File: src/rtl/core/rsa_mexp_pkg.sv
`timescale 1ns / 1ps
`default_nettype none

package rsa_mexp_pkg;

    // width of every operand, configuration register and result field
    localparam int FIELD_W = 31;

    // bit counter of the serial multiplier
    localparam int CNT_W = $clog2(FIELD_W);

    // configuration register indexes
    localparam logic [1:0] REG_MODULUS     = 2'd0;
    localparam logic [1:0] REG_PUBLIC_EXP  = 2'd1;
    localparam logic [1:0] REG_PRIVATE_EXP = 2'd2;

    // input op codes
    localparam logic OP_ENCRYPT = 1'b0;
    localparam logic OP_DECRYPT = 1'b1;

    // sequencer states
    typedef enum logic [2:0] {
        ST_IDLE,
        ST_REDUCE,
        ST_CHECK,
        ST_MUL_ACC,
        ST_MUL_SQ,
        ST_FINISH
    } t_state;

endpackage

`default_nettype wire

File: src/rtl/core/rsa_modular_exponentiation.sv
`timescale 1ns / 1ps
`default_nettype none

// Modular exponentiation for RSA: each input item (op, value) returns value raised to the
// public exponent (op 0) or private exponent (op 1) modulo the configured modulus, by
// right-to-left square-and-multiply with at most WORD_BITS exponent bits processed. All
// reductions run on one shared bit-serial modular multiplier that takes one multiplier bit
// per cycle; the input value is first reduced through the same unit. One item is worked
// on at a time. A modulus below two gives a result of 0. The next item is accepted while
// a result still waits at the output.
module rsa_modular_exponentiation #(
    parameter int WORD_BITS = 32
) (
    input  wire                               i_clk,
    input  wire                               i_rst_n,
    // input channel
    input  wire                               i_valid,
    output logic                              o_ready,
    input  wire                               i_op,
    input  wire [rsa_mexp_pkg::FIELD_W-1:0]   i_value,
    // output channel
    output logic                              o_valid,
    input  wire                               i_ready,
    output logic [rsa_mexp_pkg::FIELD_W-1:0]  o_result,
    // configuration port
    input  wire                               psel,
    input  wire                               penable,
    input  wire                               pwrite,
    input  wire [3:0]                         paddr,
    input  wire [31:0]                        pwdata,
    output logic [31:0]                       prdata,
    output logic                              pready
);
    import rsa_mexp_pkg::*;

    localparam int ITER_W = $clog2(WORD_BITS + 1);

    // configuration registers
    logic [FIELD_W-1:0] r_modulus;
    logic [FIELD_W-1:0] r_public_exp;
    logic [FIELD_W-1:0] r_private_exp;

    // sequencer and iteration registers
    t_state             r_state, n_state;
    logic [FIELD_W-1:0] r_acc, n_acc;
    logic [FIELD_W-1:0] r_sq, n_sq;
    logic [FIELD_W-1:0] r_exp, n_exp;
    logic [ITER_W-1:0]  r_iter, n_iter;

    // serial multiplier registers
    logic [FIELD_W-1:0] r_mul_a, n_mul_a;
    logic [FIELD_W-1:0] r_mul_b, n_mul_b;
    logic [FIELD_W-1:0] r_mul_r, n_mul_r;
    logic [CNT_W-1:0]   r_mul_cnt, n_mul_cnt;

    // output register
    logic               r_out_valid, n_out_valid;
    logic [FIELD_W-1:0] r_out_result, n_out_result;

    logic               cfg_write;
    logic               in_accept;
    logic               mod_small;
    logic               slot_free;
    logic               mul_last;
    logic               exp_done;
    logic [FIELD_W+1:0] mul_t;
    logic [FIELD_W+2:0] mul_d1;
    logic [FIELD_W+2:0] mul_d2;
    logic [FIELD_W-1:0] mul_res;

    // configuration access
    assign pready    = 1'b1;
    assign cfg_write = psel && penable && pwrite && pready;

    always_ff @(posedge i_clk) begin
        if (!i_rst_n) begin
            r_modulus     <= FIELD_W'(2);
            r_public_exp  <= FIELD_W'(1);
            r_private_exp <= FIELD_W'(1);
        end else if (cfg_write) begin
            unique case (paddr[3:2])
                REG_MODULUS:     r_modulus     <= pwdata[FIELD_W-1:0];
                REG_PUBLIC_EXP:  r_public_exp  <= pwdata[FIELD_W-1:0];
                REG_PRIVATE_EXP: r_private_exp <= pwdata[FIELD_W-1:0];
                default: ;
            endcase
        end
    end

    always_comb begin
        unique case (paddr[3:2])
            REG_MODULUS:     prdata = {1'b0, r_modulus};
            REG_PUBLIC_EXP:  prdata = {1'b0, r_public_exp};
            REG_PRIVATE_EXP: prdata = {1'b0, r_private_exp};
            default:         prdata = '0;
        endcase
    end

    // handshake status
    assign o_ready   = (r_state == ST_IDLE);
    assign in_accept = i_valid && o_ready;
    assign mod_small = (r_modulus < FIELD_W'(2));
    assign slot_free = !r_out_valid || i_ready;
    assign o_valid   = r_out_valid;
    assign o_result  = r_out_result;

    // one multiplier bit: r = (2r + bit*b) mod m, with 2r + bit*b below 3m
    assign mul_t   = {1'b0, r_mul_r, 1'b0}
                   + (r_mul_a[FIELD_W-1] ? {2'b00, r_mul_b} : '0);
    assign mul_d1  = {1'b0, mul_t} - {3'b000, r_modulus};
    assign mul_d2  = {1'b0, mul_t} - {2'b00, r_modulus, 1'b0};
    assign mul_res = !mul_d2[FIELD_W+2] ? mul_d2[FIELD_W-1:0]
                   : !mul_d1[FIELD_W+2] ? mul_d1[FIELD_W-1:0]
                   : mul_t[FIELD_W-1:0];
    assign mul_last = (r_mul_cnt == CNT_W'(FIELD_W - 1));

    // loop ends on an exhausted exponent or the iteration cap
    assign exp_done = (r_exp == '0) || (r_iter == ITER_W'(WORD_BITS));

    // next state
    always_comb begin
        n_state = r_state;
        unique case (r_state)
            ST_IDLE: begin
                if (in_accept) begin
                    n_state = mod_small ? ST_FINISH : ST_REDUCE;
                end
            end
            ST_REDUCE: begin
                if (mul_last) begin
                    n_state = ST_CHECK;
                end
            end
            ST_CHECK: begin
                priority if (exp_done) begin
                    n_state = ST_FINISH;
                end else if (r_exp[0]) begin
                    n_state = ST_MUL_ACC;
                end else begin
                    n_state = ST_MUL_SQ;
                end
            end
            ST_MUL_ACC: begin
                if (mul_last) begin
                    n_state = ST_MUL_SQ;
                end
            end
            ST_MUL_SQ: begin
                if (mul_last) begin
                    n_state = ST_CHECK;
                end
            end
            ST_FINISH: begin
                if (slot_free) begin
                    n_state = ST_IDLE;
                end
            end
            default: n_state = ST_IDLE;
        endcase
    end

    // datapath and output register
    always_comb begin
        n_acc        = r_acc;
        n_sq         = r_sq;
        n_exp        = r_exp;
        n_iter       = r_iter;
        n_mul_a      = r_mul_a;
        n_mul_b      = r_mul_b;
        n_mul_r      = r_mul_r;
        n_mul_cnt    = r_mul_cnt;
        n_out_valid  = r_out_valid;
        n_out_result = r_out_result;

        // result taken downstream
        if (r_out_valid && i_ready) begin
            n_out_valid = 1'b0;
        end

        unique case (r_state)
            ST_IDLE: begin
                if (in_accept) begin
                    n_acc     = mod_small ? '0 : FIELD_W'(1);
                    n_exp     = (i_op == OP_DECRYPT) ? r_private_exp : r_public_exp;
                    n_iter    = '0;
                    n_mul_a   = i_value;
                    n_mul_b   = FIELD_W'(1);
                    n_mul_r   = '0;
                    n_mul_cnt = '0;
                end
            end
            ST_REDUCE, ST_MUL_ACC, ST_MUL_SQ: begin
                n_mul_r   = mul_res;
                n_mul_a   = {r_mul_a[FIELD_W-2:0], 1'b0};
                n_mul_cnt = r_mul_cnt + CNT_W'(1);
                if (mul_last) begin
                    n_mul_r   = '0;
                    n_mul_cnt = '0;
                    n_mul_a   = r_sq;
                    n_mul_b   = r_sq;
                    if (r_state == ST_REDUCE) begin
                        n_sq = mul_res;
                    end else if (r_state == ST_MUL_ACC) begin
                        n_acc = mul_res;
                    end else begin
                        n_sq   = mul_res;
                        n_exp  = {1'b0, r_exp[FIELD_W-1:1]};
                        n_iter = r_iter + ITER_W'(1);
                    end
                end
            end
            ST_CHECK: begin
                n_mul_r   = '0;
                n_mul_cnt = '0;
                n_mul_a   = r_exp[0] ? r_acc : r_sq;
                n_mul_b   = r_sq;
            end
            ST_FINISH: begin
                if (slot_free) begin
                    n_out_valid  = 1'b1;
                    n_out_result = r_acc;
                end
            end
            default: ;
        endcase
    end

    // registers
    always_ff @(posedge i_clk) begin
        if (!i_rst_n) begin
            r_state     <= ST_IDLE;
            r_acc       <= FIELD_W'(1);
            r_sq        <= '0;
            r_exp       <= '0;
            r_iter      <= '0;
            r_mul_cnt   <= '0;
            r_out_valid <= 1'b0;
        end else begin
            r_state     <= n_state;
            r_acc       <= n_acc;
            r_sq        <= n_sq;
            r_exp       <= n_exp;
            r_iter      <= n_iter;
            r_mul_cnt   <= n_mul_cnt;
            r_out_valid <= n_out_valid;
        end
    end

    always_ff @(posedge i_clk) begin
        r_mul_a      <= n_mul_a;
        r_mul_b      <= n_mul_b;
        r_mul_r      <= n_mul_r;
        r_out_result <= n_out_result;
    end

    // checks
    a_accept_leaves_idle: assert property (@(posedge i_clk) disable iff (!i_rst_n)
        in_accept |=> (r_state != ST_IDLE))
        else $error("accepted item did not start work");

    a_finish_delivers: assert property (@(posedge i_clk) disable iff (!i_rst_n)
        (r_state == ST_FINISH && slot_free) |=> (r_out_valid && r_state == ST_IDLE))
        else $error("finished item not moved to output register");

    a_iter_capped: assert property (@(posedge i_clk) disable iff (!i_rst_n)
        r_iter <= ITER_W'(WORD_BITS))
        else $error("iteration count beyond cap");

    a_cnt_range: assert property (@(posedge i_clk) disable iff (!i_rst_n)
        r_mul_cnt <= CNT_W'(FIELD_W - 1))
        else $error("multiplier bit counter out of range");

endmodule

`default_nettype wire

File: config.mk
export PLATFORM = sky130hd
export DESIGN_NAME = rsa_modular_exponentiation
export DESIGN_NICKNAME = d
export VERILOG_FILES = /design/src/rtl/core/rsa_mexp_pkg.sv /design/src/rtl/core/rsa_modular_exponentiation.sv
export SDC_FILE = /design/constraint.sdc
export NUM_CORES = 1
export LEC_CHECK = 0
export ABC_CLOCK_PERIOD_IN_PS = 15300
export BUFFER_PORTS_ARGS = -buffer_cell sky130_fd_sc_hd__buf_2
export CAP_MARGIN = 20
export CORE_MARGIN = 3
export CORE_UTILIZATION = 66
export DETAILED_ROUTE_END_ITERATION = 16
export PLACE_DENSITY_LB_ADDON = 0.25
export SYNTH_ARGS = -nofsm -noshare
export SYNTH_HDL_FRONTEND = slang
export SYNTH_SLANG_ARGS = --single-unit
File: constraint.sdc
create_clock -name i_clk -period 15.3 [get_ports i_clk]
set_input_delay 1.53 -clock i_clk [delete_from_list [all_inputs] [get_ports i_clk]]
set_output_delay 1.53 -clock i_clk [all_outputs]
set_load 0.02 [all_outputs]
==> metrics.txt, run 1 <==
# TYPE chip_impl_metric gauge
chip_impl_metric{name="ys_ff_latch",unit=""} 325
chip_impl_metric{name="yosys.area_share.adder",unit="%"} 6.54
chip_impl_metric{name="clkSinkCount",unit=""} 325
chip_impl_metric{name="dieArea",unit="µm²"} 31300
chip_impl_metric{name="grt_total_usage",unit="%"} 36.0
chip_impl_info{name="combinational_family_with_the_most_area_after_synthesis",value="compound AO/OA/AOI/OAI gates"} 1
chip_impl_metric{name="cts_inserted_buffers",unit=""} 35
chip_impl_metric{name="timing.setup.tns",unit="ps"} 0
chip_impl_info{name="top_cell_type_by_total_area_after_synthesis",value="dfxtp_1"} 1
chip_impl_info{name="clock-root-buffer",value="clkbuf_16"} 1
chip_impl_info{name="worstSetupStartpointType",value="flop"} 1
chip_impl_metric{name="residual_antenna_violating_net_count_after_detailed_routing",unit=""} 0
chip_impl_metric{name="post_synth_and_or_nand_nor_area_fraction",unit="%"} 18.1
chip_impl_metric{name="post-route-drc-count",unit=""} 0
chip_impl_metric{name="powerDensity",unit="nW/µm²"} 227
chip_impl_metric{name="design.final.nets",unit=""} 2454
chip_impl_metric{name="initial_utilization",unit="%"} 68.1
chip_impl_metric{name="worst_r2r_path_depth",unit=""} 22
chip_impl_metric{name="cts.htree.levels",unit=""} 2
chip_impl_metric{name="min_period_over_period",unit="%"} 48.2
chip_impl_metric{name="max-slew-margin-rel",unit="%"} 20.9
chip_impl_info{name="layout_commonest_cell",value="nand2_1"} 1
chip_impl_metric{name="synth_xor_area_share",unit="%"} 3.41
chip_impl_metric{name="number_of_antenna_violations_at_the_first_check_in_global_routing",unit=""} 2
chip_impl_metric{name="finalSetupViolations",unit=""} 0
chip_impl_metric{name="post_synth_inst_count",unit=""} 2218
chip_impl_metric{name="port_buffers",unit=""} 135
chip_impl_metric{name="cts.repair_timing.setup_buffer_count",unit=""} 0
chip_impl_info{name="grt_setup_unrepaired",value="no"} 1
chip_impl_metric{name="placeableCoreArea",unit="µm²"} 28300
chip_impl_info{name="layout_common_cells",value="nand2_1, a21oi_1, dfxtp_1"} 1
chip_impl_metric{name="crit_required",unit="ps"} 15530
chip_impl_metric{name="area_growth_syn_to_layout",unit="%"} 10.2
chip_impl_metric{name="cts-hold-fix-buffers",unit=""} 0
chip_impl_metric{name="detail_route.vias_per_cell",unit=""} 6.60
chip_impl_metric{name="routabilityCongestion",unit=""} 0.990
chip_impl_metric{name="proportion_of_synthesized_chip_area_in_sequential_cells",unit="%"} 40.2
chip_impl_metric{name="source_to_sink_clock_delay_at_the_later_pin_of_the_worst_skew_pair",unit="ps"} 520
chip_impl_metric{name="synthesized_area_fraction_occupied_by_ao_oa_aoi_and_oai_cells",unit="%"} 21.7
chip_impl_metric{name="via_total_after_detailed_routing",unit=""} 17700
chip_impl_metric{name="synth_cell_types",unit=""} 85
chip_impl_metric{name="final-max-slew-violation-count",unit=""} 0
chip_impl_metric{name="max_slew.worst_pin.slew",unit="ps"} 1190
chip_impl_metric{name="timing.hold.worst_path_depth",unit=""} 2
chip_impl_metric{name="finalHoldViolCount",unit=""} 0
chip_impl_metric{name="synth.area.mux_share",unit="%"} 6.02
chip_impl_metric{name="max_cap_violations",unit=""} 0
chip_impl_info{name="hold_path_class",value="reg -> reg"} 1
chip_impl_metric{name="power.leakage",unit="µW"} 0.00869
chip_impl_metric{name="place_hpwl",unit="mm"} 40.7
chip_impl_metric{name="clockBufferDepth",unit=""} 3
chip_impl_info{name="hold_end",value="r_public_exp[11]"} 1
chip_impl_metric{name="setup_slack_reg_to_reg",unit="ps"} 7920
chip_impl_metric{name="design.portCount",unit=""} 141
chip_impl_metric{name="grt_pass1_wl",unit="mm"} 89.7
chip_impl_metric{name="die_w",unit="µm"} 177
chip_impl_metric{name="max_freq",unit="MHz"} 135
chip_impl_info{name="clock_tree_from_tritoncts",value="built"} 1
chip_impl_metric{name="critPathMaxFanout",unit=""} 31
chip_impl_metric{name="detailedRoute.firstIterationViolations",unit=""} 2174
chip_impl_metric{name="routed_wire_length_per_instance",unit="µm"} 21.6
chip_impl_info{name="cp-startpoint",value="r_mul_a[30]"} 1
chip_impl_info{name="worstSetupEndpointType",value="flop"} 1
chip_impl_metric{name="synth.net_count",unit=""} 2392
chip_impl_metric{name="grt_max_degree",unit=""} 83
chip_impl_metric{name="die_y",unit="µm"} 177
chip_impl_metric{name="antenna_diodes",unit=""} 0
chip_impl_metric{name="share_of_yosys_cell_area_claimed_by_the_top_area_cell_type",unit="%"} 20.9
chip_impl_info{name="run_status",value="complete, no violations"} 1
chip_impl_metric{name="post_synth_instance_area",unit="µm²"} 19300
chip_impl_info{name="hp-start",value="r_public_exp[11]"} 1
chip_impl_info{name="r2r-start",value="r_mul_a[30]"} 1
chip_impl_metric{name="first_pass_iters",unit=""} 8
chip_impl_metric{name="clock_edge_transition_at_the_registers_on_the_reported_setup_and_hold_paths",unit="ps"} 60
chip_impl_metric{name="max-vdd-ir-drop",unit="mV"} 0.144
chip_impl_metric{name="synth_enable_flop_cells",unit=""} 124
chip_impl_metric{name="layout_min_cycle_time",unit="ps"} 7380
chip_impl_metric{name="data_arrival_critical_path",unit="ps"} 7610
chip_impl_metric{name="synth.yosys.warnings",unit=""} 0
chip_impl_metric{name="fin_hold_ws",unit="ps"} 469
chip_impl_metric{name="grt_pass1_vias",unit=""} 16500
chip_impl_metric{name="synthArstFlopShare",unit="%"} 0
chip_impl_info{name="post_synth_main_area_contributors",value="dfxtp_1, edfxtp_1, nand2_1, ha_1, a21oi_1"} 1
chip_impl_info{name="critical_path.reg2reg.endpoint",value="r_mul_r[10]"} 1
chip_impl_metric{name="globalRouteOverflowTotal",unit=""} 0
chip_impl_metric{name="placement_rows",unit=""} 61
chip_impl_metric{name="drive_above_1_share",unit="%"} 10.9
chip_impl_metric{name="post_synth.cell_area_avg",unit="µm²"} 8.70
chip_impl_metric{name="post_cts.resized_instances",unit=""} 0
chip_impl_metric{name="postRouteWirelength",unit="mm"} 57.8
chip_impl_info{name="synth_top_flop_cell",value="dfxtp_1"} 1
chip_impl_metric{name="final.setup_skew",unit="ps"} 15.5
chip_impl_info{name="timing.setup.critical_path_class",value="reg -> reg"} 1
==> where the power goes <==
group	leakage, µW	internal [µW]	switching (µW)
combinational	0.00526	1040	1930
sequential	0.00291	1010	43.4
clock	0.000522	459	345
total	0.00869	2510	2320
==> final cells by class <==
| type | instances | area (µm²) |
|---|---|---|
| Inverter | 63 | 239 |
| Clock buffer | 49 | 1000 |
| Timing Repair Buffer | 161 | 891 |
| Fill cell | 2054 | 7060 |
| Clock inverter | 12 | 86.3 |
| Sequential cell | 325 | 7750 |
| Tap cell | 378 | 473 |
| Multi-Input combinational cell | 1694 | 10800 |
==> layer usage <==
layer	vias to the layer above	part of all wire [%]	GRT usage [%]
met5	-	0.043	0
met1	8407	41	49.4
met2	1004	47	59.3
met3	157	8.5	4.20
li1	8132	-	-
met4	4	3.9	12.5
==> cells by family after synthesis <==
logic type | Yosys count
and+or+nand+nor | 763
other | 2
muxes | 114
adders and majority gates | 99
AOI/OAI and AO/OA | 641
buffers and inverters | 199
DFF | 325
xor gates and xnor gates | 75
==> state kept, by name (all words and copies together) (netlist names) <==
name           flops
r_mul_b           31
r_exp             31
r_sq              31
r_mul_cnt          5
r_iter             6
r_public_exp      31
o_result          31
o_valid            1
r_state            3
r_mul_r           31
r_acc             31
r_private_exp     31
r_mul_a           31
r_modulus         31
==> cell usage after synthesis (6+ instances only) <==
| cell type | number |
|---|---|
| xor2_1 | 30 |
| nor4_1 | 18 |
| and2_1 | 51 |
| inv_1 | 63 |
| a211oi_1 | 14 |
| clkbuf_1 | 110 |
| o21bai_1 | 11 |
| o21ai_1 | 24 |
| and4_1 | 6 |
| o211ai_1 | 38 |
| buf_1 | 12 |
| or2_2 | 6 |
| nand2b_1 | 23 |
| nor3b_1 | 7 |
| nand4_1 | 21 |
| mux2_1 | 7 |
| nor2b_1 | 42 |
| nand3_1 | 32 |
| a21oi_1 | 235 |
| and3_1 | 16 |
| nor2_1 | 115 |
| dfxtp_1 | 201 |
| or3_1 | 8 |
| buf_2 | 10 |
| o211a_1 | 9 |
| a31oi_1 | 20 |
| nand2_1 | 393 |
| o21a_1 | 15 |
| o21ai_0 | 91 |
| mux2i_1 | 104 |
| nor3_1 | 18 |
| a2111oi_0 | 8 |
| a21o_1 | 38 |
| a22o_1 | 29 |
| o31ai_1 | 13 |
| edfxtp_1 | 124 |
| xnor2_1 | 45 |
| o221ai_1 | 17 |
| a31o_2 | 6 |
| a221o_1 | 19 |
| ha_1 | 96 |
==> critical path, cell delays in order (launching register included) <==
cell	delay (ps)
edfxtp_1	950
and2_1	240
ha_1	200
inv_1	70
fa_1	390
nand2b_1	180
a21oi_1	220
o311a_1	330
a221o_1	250
a221o_1	220
nor4_1	60
a211oi_1	820
ha_1	400
o21ai_0	170
o21ai_0	190
o311a_1	310
nand2_1	90
nand4_1	150
a211o_1	450
buf_4	400
mux2_1	350
a21oi_1	540
nor2_1	70
==> per-stage QoR <==
stage	area, µm²	setup WS (ps)	cells	utilization (%)	power, µW
final	21300	7920	2682	75.1	4830
after global routing	21300	7650	2682	75.1	5090
after CTS	21300	8180	2682	75.1	4740
after detailed placement	20200	8250	2621	71.2	3930
after global placement	20100	8340	2620	71.1	3880
after floorplan	19300	9540	2218	-	3130
==> worst max path at each step <==
stage,slack (ps),cells after the start,to
global placement,8340,22,r_mul_r[16]
floorplan,9540,5,r_mul_cnt[3]
detailed placement,8250,22,r_mul_r[16]
CTS,8180,22,r_mul_r[10]
finish,7920,22,r_mul_r[10]
global route,7650,22,r_mul_r[24]
No activity file was read; power rests on OpenSTA's default activity.
==> inputs of run 2 (changes only) <==
--- a/config.mk
+++ b/config.mk
@@ -5,11 +5,11 @@
 export SDC_FILE = /design/constraint.sdc
 export NUM_CORES = 1
 export LEC_CHECK = 0
-export ABC_CLOCK_PERIOD_IN_PS = 15300
+export ABC_CLOCK_PERIOD_IN_PS = 6500
 export BUFFER_PORTS_ARGS = -buffer_cell sky130_fd_sc_hd__buf_2
 export CAP_MARGIN = 20
 export CORE_MARGIN = 3
-export CORE_UTILIZATION = 66
+export CORE_UTILIZATION = 55
 export DETAILED_ROUTE_END_ITERATION = 16
 export PLACE_DENSITY_LB_ADDON = 0.25
 export SYNTH_ARGS = -nofsm -noshare
==> constraint.sdc (replaced) <==
create_clock -name i_clk -period 6.5 [get_ports i_clk]
set_input_delay 0.65 -clock i_clk [delete_from_list [all_inputs] [get_ports i_clk]]
set_output_delay 0.65 -clock i_clk [all_outputs]
set_load 0.02 [all_outputs]
==> metrics.txt, run 2 (synthesized netlist as in run 1, its figures left out) <==
# TYPE chip_impl_metric gauge
chip_impl_info{name="run_status",value="complete, no violations"} 1
chip_impl_metric{name="port_buffers",unit=""} 135
chip_impl_metric{name="max_slew.worst_pin.slew",unit="ps"} 1070
chip_impl_metric{name="initial_utilization",unit="%"} 56.7
chip_impl_metric{name="fin_hold_ws",unit="ps"} 364
chip_impl_metric{name="source_to_sink_clock_delay_at_the_later_pin_of_the_worst_skew_pair",unit="ps"} 550
chip_impl_metric{name="placed_instance_area",unit="µm²"} 20600
chip_impl_metric{name="final.setup_skew",unit="ps"} 17.0
chip_impl_metric{name="max_freq",unit="MHz"} 163
chip_impl_metric{name="drive_above_1_share",unit="%"} 12.5
chip_impl_metric{name="detailedRoute.firstIterationViolations",unit=""} 1968
chip_impl_metric{name="timing.setup.tns",unit="ps"} 0
chip_impl_metric{name="sw_frac_of_total",unit="%"} 45.6
chip_impl_info{name="clock_tree_from_tritoncts",value="built"} 1
chip_impl_metric{name="clockPowerShare",unit="%"} 16.6
chip_impl_metric{name="first_pass_iters",unit=""} 7
chip_impl_metric{name="finalSetupViolations",unit=""} 0
chip_impl_metric{name="cts-hold-fix-buffers",unit=""} 0
chip_impl_metric{name="data_arrival_critical_path",unit="ps"} 6390
chip_impl_metric{name="design.final.nets",unit=""} 2494
chip_impl_info{name="worstSetupStartpointType",value="flop"} 1
chip_impl_metric{name="clockBufferDepth",unit=""} 3
chip_impl_metric{name="layout_min_cycle_time",unit="ps"} 6130
chip_impl_metric{name="post_cts.resized_instances",unit=""} 0
chip_impl_metric{name="die_y",unit="µm"} 193
chip_impl_metric{name="routed_wire_length_per_instance",unit="µm"} 20.6
chip_impl_metric{name="post-route-cell-area",unit="µm²"} 21700
chip_impl_metric{name="net-switching-power",unit="µW"} 5530
chip_impl_info{name="timing.setup.critical_path_class",value="reg -> reg"} 1
chip_impl_metric{name="placement_rows",unit=""} 67
chip_impl_info{name="clock-root-buffer",value="clkbuf_16"} 1
chip_impl_metric{name="finalPower",unit="µW"} 12100
chip_impl_metric{name="critPathMaxFanout",unit=""} 44
chip_impl_metric{name="clkSinkCount",unit=""} 325
chip_impl_metric{name="timing.final.ws_setup",unit="ps"} 368
chip_impl_metric{name="via_total_after_detailed_routing",unit=""} 17300
chip_impl_metric{name="grt_pass1_wl",unit="mm"} 89.3
chip_impl_metric{name="postRouteWirelength",unit="mm"} 57.5
chip_impl_metric{name="area_growth_syn_to_layout",unit="%"} 12.7
chip_impl_metric{name="seq_power_share",unit="%"} 20.4
chip_impl_metric{name="max-slew-margin-rel",unit="%"} 28.6
chip_impl_metric{name="post-route-drc-count",unit=""} 0
chip_impl_metric{name="antenna_diodes",unit=""} 0
chip_impl_metric{name="design.portCount",unit=""} 141
chip_impl_info{name="layout_common_cells",value="nand2_1, a21oi_1, dfxtp_1"} 1
chip_impl_metric{name="powerDensity",unit="nW/µm²"} 557
chip_impl_metric{name="max_cap_violations",unit=""} 0
chip_impl_metric{name="min_period_over_period",unit="%"} 94.3
chip_impl_metric{name="final-max-slew-violation-count",unit=""} 0
chip_impl_metric{name="crit_required",unit="ps"} 6760
chip_impl_metric{name="grt_max_degree",unit=""} 99
chip_impl_metric{name="grt_pass1_vias",unit=""} 16300
chip_impl_metric{name="placeableCoreArea",unit="µm²"} 34000
chip_impl_metric{name="cts.htree.levels",unit=""} 2
chip_impl_metric{name="globalRouteOverflowTotal",unit=""} 0
chip_impl_metric{name="routabilityCongestion",unit=""} 0.961
chip_impl_metric{name="place_hpwl",unit="mm"} 41.0
chip_impl_info{name="hold_path_class",value="in -> reg"} 1
chip_impl_info{name="layout_commonest_cell",value="nand2_1"} 1
chip_impl_metric{name="p_int",unit="µW"} 6590
chip_impl_metric{name="power.leakage",unit="µW"} 0.00894
chip_impl_metric{name="detail_route.vias_per_cell",unit=""} 6.21
chip_impl_metric{name="clock_edge_transition_at_the_registers_on_the_reported_setup_and_hold_paths",unit="ps"} 60
chip_impl_metric{name="finalHoldViolCount",unit=""} 0
chip_impl_metric{name="cts_inserted_buffers",unit=""} 35
chip_impl_metric{name="max-vdd-ir-drop",unit="mV"} 0.257
chip_impl_metric{name="die_w",unit="µm"} 193
chip_impl_metric{name="dieArea",unit="µm²"} 37400
chip_impl_metric{name="comb_power_share",unit="%"} 63.0
chip_impl_metric{name="grt_total_usage",unit="%"} 29.4
chip_impl_metric{name="worst_slack_placed",unit="ps"} 260
chip_impl_metric{name="number_of_antenna_violations_at_the_first_check_in_global_routing",unit=""} 4
chip_impl_metric{name="residual_antenna_violating_net_count_after_detailed_routing",unit=""} 0
chip_impl_info{name="worstSetupEndpointType",value="flop"} 1
run 2: cell types whose count changed in the layout (fill, tap and decap cells not counted), moves of 2 or more:
cell        delta
buf_4         +37
bufinv_16      +3
clkinvlp_4     -2
clkbuf_1       -3
clkbuf_8       +2
buf_12         +3
run 2: per-layer routing:
metal	GRT usage [%]	up-vias	part of all wire [%]
li1	-	8215	-
met1	39.9	8229	42
met2	47.8	756	46
met3	4.04	133	7.4
met4	11.7	6	4.1
met5	0	-	0.061
run 2: critical path: stages, from the launching register on:
cell and delay [ps]:
edfxtp_1 410, buf_4 170, buf_4 180, nand2_1 120, inv_1 60, ha_1 300
a211oi_1 300, o21ai_0 190, o2111ai_1 210, nand2_1 140, xor2_1 450, ha_1 390
a2111oi_0 400, o21ai_0 160, a22oi_1 350, a31oi_1 240, a31oi_1 460, nor2_1 150
nor3b_4 230, buf_12 250, buf_4 190, nor2_1 50, a31oi_1 330, nor2_1 70
run 2: final cells by class:
type / count / area, µm²
clock buffers: 47 / 991
inverters: 63 / 239
fillers: 2901 / 12300
flip-flops and latches: 325 / 7750
multi-input cells: 1694 / 10800
well taps: 448 / 561
clock inverters: 13 / 151
repair buffers: 201 / 1210
run 2: worst paths after layout:
path | startpoint | to | slack (ps) | cells past startpoint
max | r_mul_a[30] | r_mul_r[2] | 370 | 23
min | pwdata[7] | r_private_exp[7] | 360 | 3
max reg2reg | r_mul_a[30] | r_mul_r[2] | 370 | 23
min reg2reg | r_acc[8] | o_result[8] | 460 | 0
run 2: repair_timing:
item / CTS / global route
endpoints found under the setup margin: 0 / 46
setup buffers: 0 / 3
hold endpoints to repair: 0 / 0
run 2: metrics by stage:
stage	util (%)	std cells
floorplan	-	2218
global placement	60.4	2727
detailed placement	60.4	2727
CTS	63.7	2787
global route	63.8	2791
finish	63.8	2791
run 2: power by group through the flow:
stage	combinational, µW	sequential [µW]	clock [µW]
floorplan	4890	2480	0
global placement	7360	2510	0
detailed placement	7440	2510	0
CTS	7480	2470	2040
global route	8270	2480	2110
finish	7630	2470	2010
==> inputs of run 3 (changes only) <==
--- a/config.mk
+++ b/config.mk
@@ -12,6 +12,7 @@
 export CORE_UTILIZATION = 55
 export DETAILED_ROUTE_END_ITERATION = 16
 export PLACE_DENSITY_LB_ADDON = 0.25
+export REMOVE_ABC_BUFFERS = 1
 export SYNTH_ARGS = -nofsm -noshare
 export SYNTH_HDL_FRONTEND = slang
 export SYNTH_SLANG_ARGS = --single-unit
==> metrics.txt, run 3 (synthesized netlist as in run 1, its figures left out) <==
# TYPE chip_impl_metric gauge
chip_impl_metric{name="routabilityCongestion",unit=""} 0.911
chip_impl_metric{name="port_buffers",unit=""} 135
chip_impl_metric{name="register_cell_area_after_layout",unit="µm²"} 7750
chip_impl_metric{name="layout_min_cycle_time",unit="ps"} 6140
chip_impl_metric{name="globalRouteOverflowTotal",unit=""} 0
chip_impl_metric{name="detailedRoute.firstIterationViolations",unit=""} 1283
chip_impl_metric{name="clockBufferDepth",unit=""} 3
chip_impl_info{name="worstSetupEndpointType",value="flop"} 1
chip_impl_metric{name="max_cap_violations",unit=""} 0
chip_impl_metric{name="powerDensity",unit="nW/µm²"} 526
chip_impl_info{name="r2r-start",value="r_mul_a[30]"} 1
chip_impl_info{name="timing.setup.critical_path_class",value="reg -> reg"} 1
chip_impl_metric{name="grt_total_usage",unit="%"} 28.0
chip_impl_metric{name="clkSinkCount",unit=""} 325
chip_impl_info{name="layout_common_cells",value="nand2_1, a21oi_1, dfxtp_1"} 1
chip_impl_metric{name="area_growth_syn_to_layout",unit="%"} 12.4
chip_impl_metric{name="die_w",unit="µm"} 193
chip_impl_metric{name="design.final.nets",unit=""} 2477
chip_impl_metric{name="multi_input_comb_area",unit="µm²"} 10800
chip_impl_metric{name="drive_above_1_share",unit="%"} 12.0
chip_impl_metric{name="cts-hold-fix-buffers",unit=""} 0
chip_impl_metric{name="grt_pass1_wl",unit="mm"} 86.2
chip_impl_metric{name="met2_usage",unit="%"} 47.7
chip_impl_metric{name="fin_hold_ws",unit="ps"} 363
chip_impl_metric{name="antenna_diodes",unit=""} 0
chip_impl_metric{name="setup_slack_reg_to_reg",unit="ps"} 360
chip_impl_metric{name="first_pass_iters",unit=""} 5
chip_impl_metric{name="residual_antenna_violating_net_count_after_detailed_routing",unit=""} 0
chip_impl_info{name="layout_commonest_cell",value="nand2_1"} 1
chip_impl_info{name="cp-startpoint",value="r_mul_a[30]"} 1
chip_impl_metric{name="final-max-slew-violation-count",unit=""} 0
chip_impl_metric{name="worst_r2r_path_depth",unit=""} 20
chip_impl_info{name="clock_tree_from_tritoncts",value="built"} 1
chip_impl_metric{name="number_of_antenna_violations_at_the_first_check_in_global_routing",unit=""} 0
chip_impl_metric{name="max-vdd-ir-drop",unit="mV"} 0.420
chip_impl_metric{name="grt_max_degree",unit=""} 111
chip_impl_metric{name="final.setup_skew",unit="ps"} 21.2
chip_impl_info{name="hold_path_class",value="in -> reg"} 1
chip_impl_info{name="worstSetupStartpointType",value="flop"} 1
chip_impl_info{name="hp-start",value="pwdata[0]"} 1
chip_impl_metric{name="min_period_over_period",unit="%"} 94.4
chip_impl_metric{name="placement_rows",unit=""} 67
chip_impl_metric{name="finalHoldViolCount",unit=""} 0
chip_impl_metric{name="placeableCoreArea",unit="µm²"} 34000
chip_impl_metric{name="crit_required",unit="ps"} 6760
chip_impl_metric{name="cts.htree.levels",unit=""} 2
chip_impl_metric{name="timing.hold.worst_path_depth",unit=""} 3
chip_impl_metric{name="finalCoreUtilization",unit="%"} 63.7
chip_impl_metric{name="initial_utilization",unit="%"} 56.7
chip_impl_metric{name="detail_route.vias_per_cell",unit=""} 6.11
chip_impl_info{name="timing.critical_path.to",value="r_mul_r[8]"} 1
chip_impl_info{name="critical_path.reg2reg.endpoint",value="r_mul_r[8]"} 1
chip_impl_metric{name="clock_edge_transition_at_the_registers_on_the_reported_setup_and_hold_paths",unit="ps"} 60
chip_impl_metric{name="power.leakage",unit="µW"} 0.00889
chip_impl_metric{name="finalPower",unit="µW"} 11400
chip_impl_metric{name="via_total_after_detailed_routing",unit=""} 17000
chip_impl_metric{name="die_y",unit="µm"} 193
chip_impl_metric{name="max_slew.worst_pin.slew",unit="ps"} 1120
chip_impl_metric{name="routed_wire_length_per_instance",unit="µm"} 19.8
chip_impl_metric{name="post-route-drc-count",unit=""} 0
chip_impl_info{name="clock-root-buffer",value="clkbuf_16"} 1
chip_impl_info{name="grt_setup_unrepaired",value="no"} 1
chip_impl_info{name="global_route.peak_usage_layer",value="met2"} 1
chip_impl_metric{name="finalSetupViolations",unit=""} 0
chip_impl_metric{name="met1_routing_resource_usage_after_global_routing",unit="%"} 38.3
chip_impl_metric{name="filler_instances",unit=""} 2912
chip_impl_metric{name="source_to_sink_clock_delay_at_the_later_pin_of_the_worst_skew_pair",unit="ps"} 550
chip_impl_metric{name="max-slew-margin-rel",unit="%"} 25.2
chip_impl_metric{name="grtUsageMet3",unit="%"} 2.99
chip_impl_metric{name="cts_inserted_buffers",unit=""} 36
chip_impl_metric{name="postRouteWirelength",unit="mm"} 55.0
chip_impl_metric{name="place_hpwl",unit="mm"} 38.8
chip_impl_metric{name="critPathMaxFanout",unit=""} 16
chip_impl_metric{name="timing.setup.tns",unit="ps"} 0
chip_impl_metric{name="grt_pass1_vias",unit=""} 16100
chip_impl_metric{name="design.portCount",unit=""} 141
chip_impl_metric{name="data_arrival_critical_path",unit="ps"} 6400
chip_impl_info{name="run_status",value="complete, no violations"} 1
chip_impl_metric{name="dieArea",unit="µm²"} 37400
chip_impl_metric{name="max_freq",unit="MHz"} 163
## run 3: per-layer routing
metal  part of all wire (%)  wire length (µm)  vias up
met4                    2.3              1250        0
met1                     44             24300     8155
met5                      0                 0        -
li1                       -                 -     8185
met2                     48             26600      532
met3                    5.2              2850       94
## run 3: critical path, cell delays in order (launching register included)
cell and delay [ps]:
edfxtp_1 570, buf_4 270, and2_1 150, ha_1 430
and4_1 280, and3_1 250, nand4_1 140, a21oi_1 430
nor2_1 130, xnor2_1 430, ha_1 410, and3_1 250
and2_1 220, and4_1 260, nand2_1 70, nand4_1 160
a211o_1 440, buf_12 210, mux2_1 300, a21oi_1 360
nor2_1 70
## run 3: worst min-delay path by stage
| stage | to | slack, ps |
|---|---|---|
| 2_1_floorplan | o_result[0] | 430 |
| 3_3_place_gp | o_result[26] | 440 |
| 3_5_place_dp | o_result[30] | 450 |
| 4_1_cts | r_public_exp[0] | 340 |
| 5_1_grt | r_private_exp[25] | 370 |
| 6_report | r_public_exp[0] | 360 |
## run 3: stage by stage
stage / cell area, µm² / cells / setup WS [ps]
2_1_floorplan: 18700 / 2082 / 186
3_3_place_gp: 20400 / 2708 / 501
3_5_place_dp: 20500 / 2710 / 395
4_1_cts: 21600 / 2774 / 363
5_1_grt: 21700 / 2777 / 36.1
6_report: 21700 / 2777 / 363
## run 3: what timing repair did
| item | CTS | global route |
|---|---|---|
| setup endpoints to repair | 0 | 25 |
| resized for setup | 0 | 1 |
| buffers inserted | 0 | 2 |
## run 3: power breakdown
group / switching (µW) / internal [µW]
clock: 869 / 1160
combinational: 4180 / 2720
sequential: 93.5 / 2380
total: 5140 / 6260
## run 3: cell type report
| type | instances | share of cell area (%) |
|---|---|---|
| clock buffers | 45 | 4.50 |
| clock inverters | 19 | 0.854 |
| inverters | 63 | 1.10 |
| multi-input cells | 1694 | 50.0 |
| flip-flops and latches | 325 | 35.7 |
| well taps | 448 | 2.59 |
| repair buffers | 183 | 5.25 |
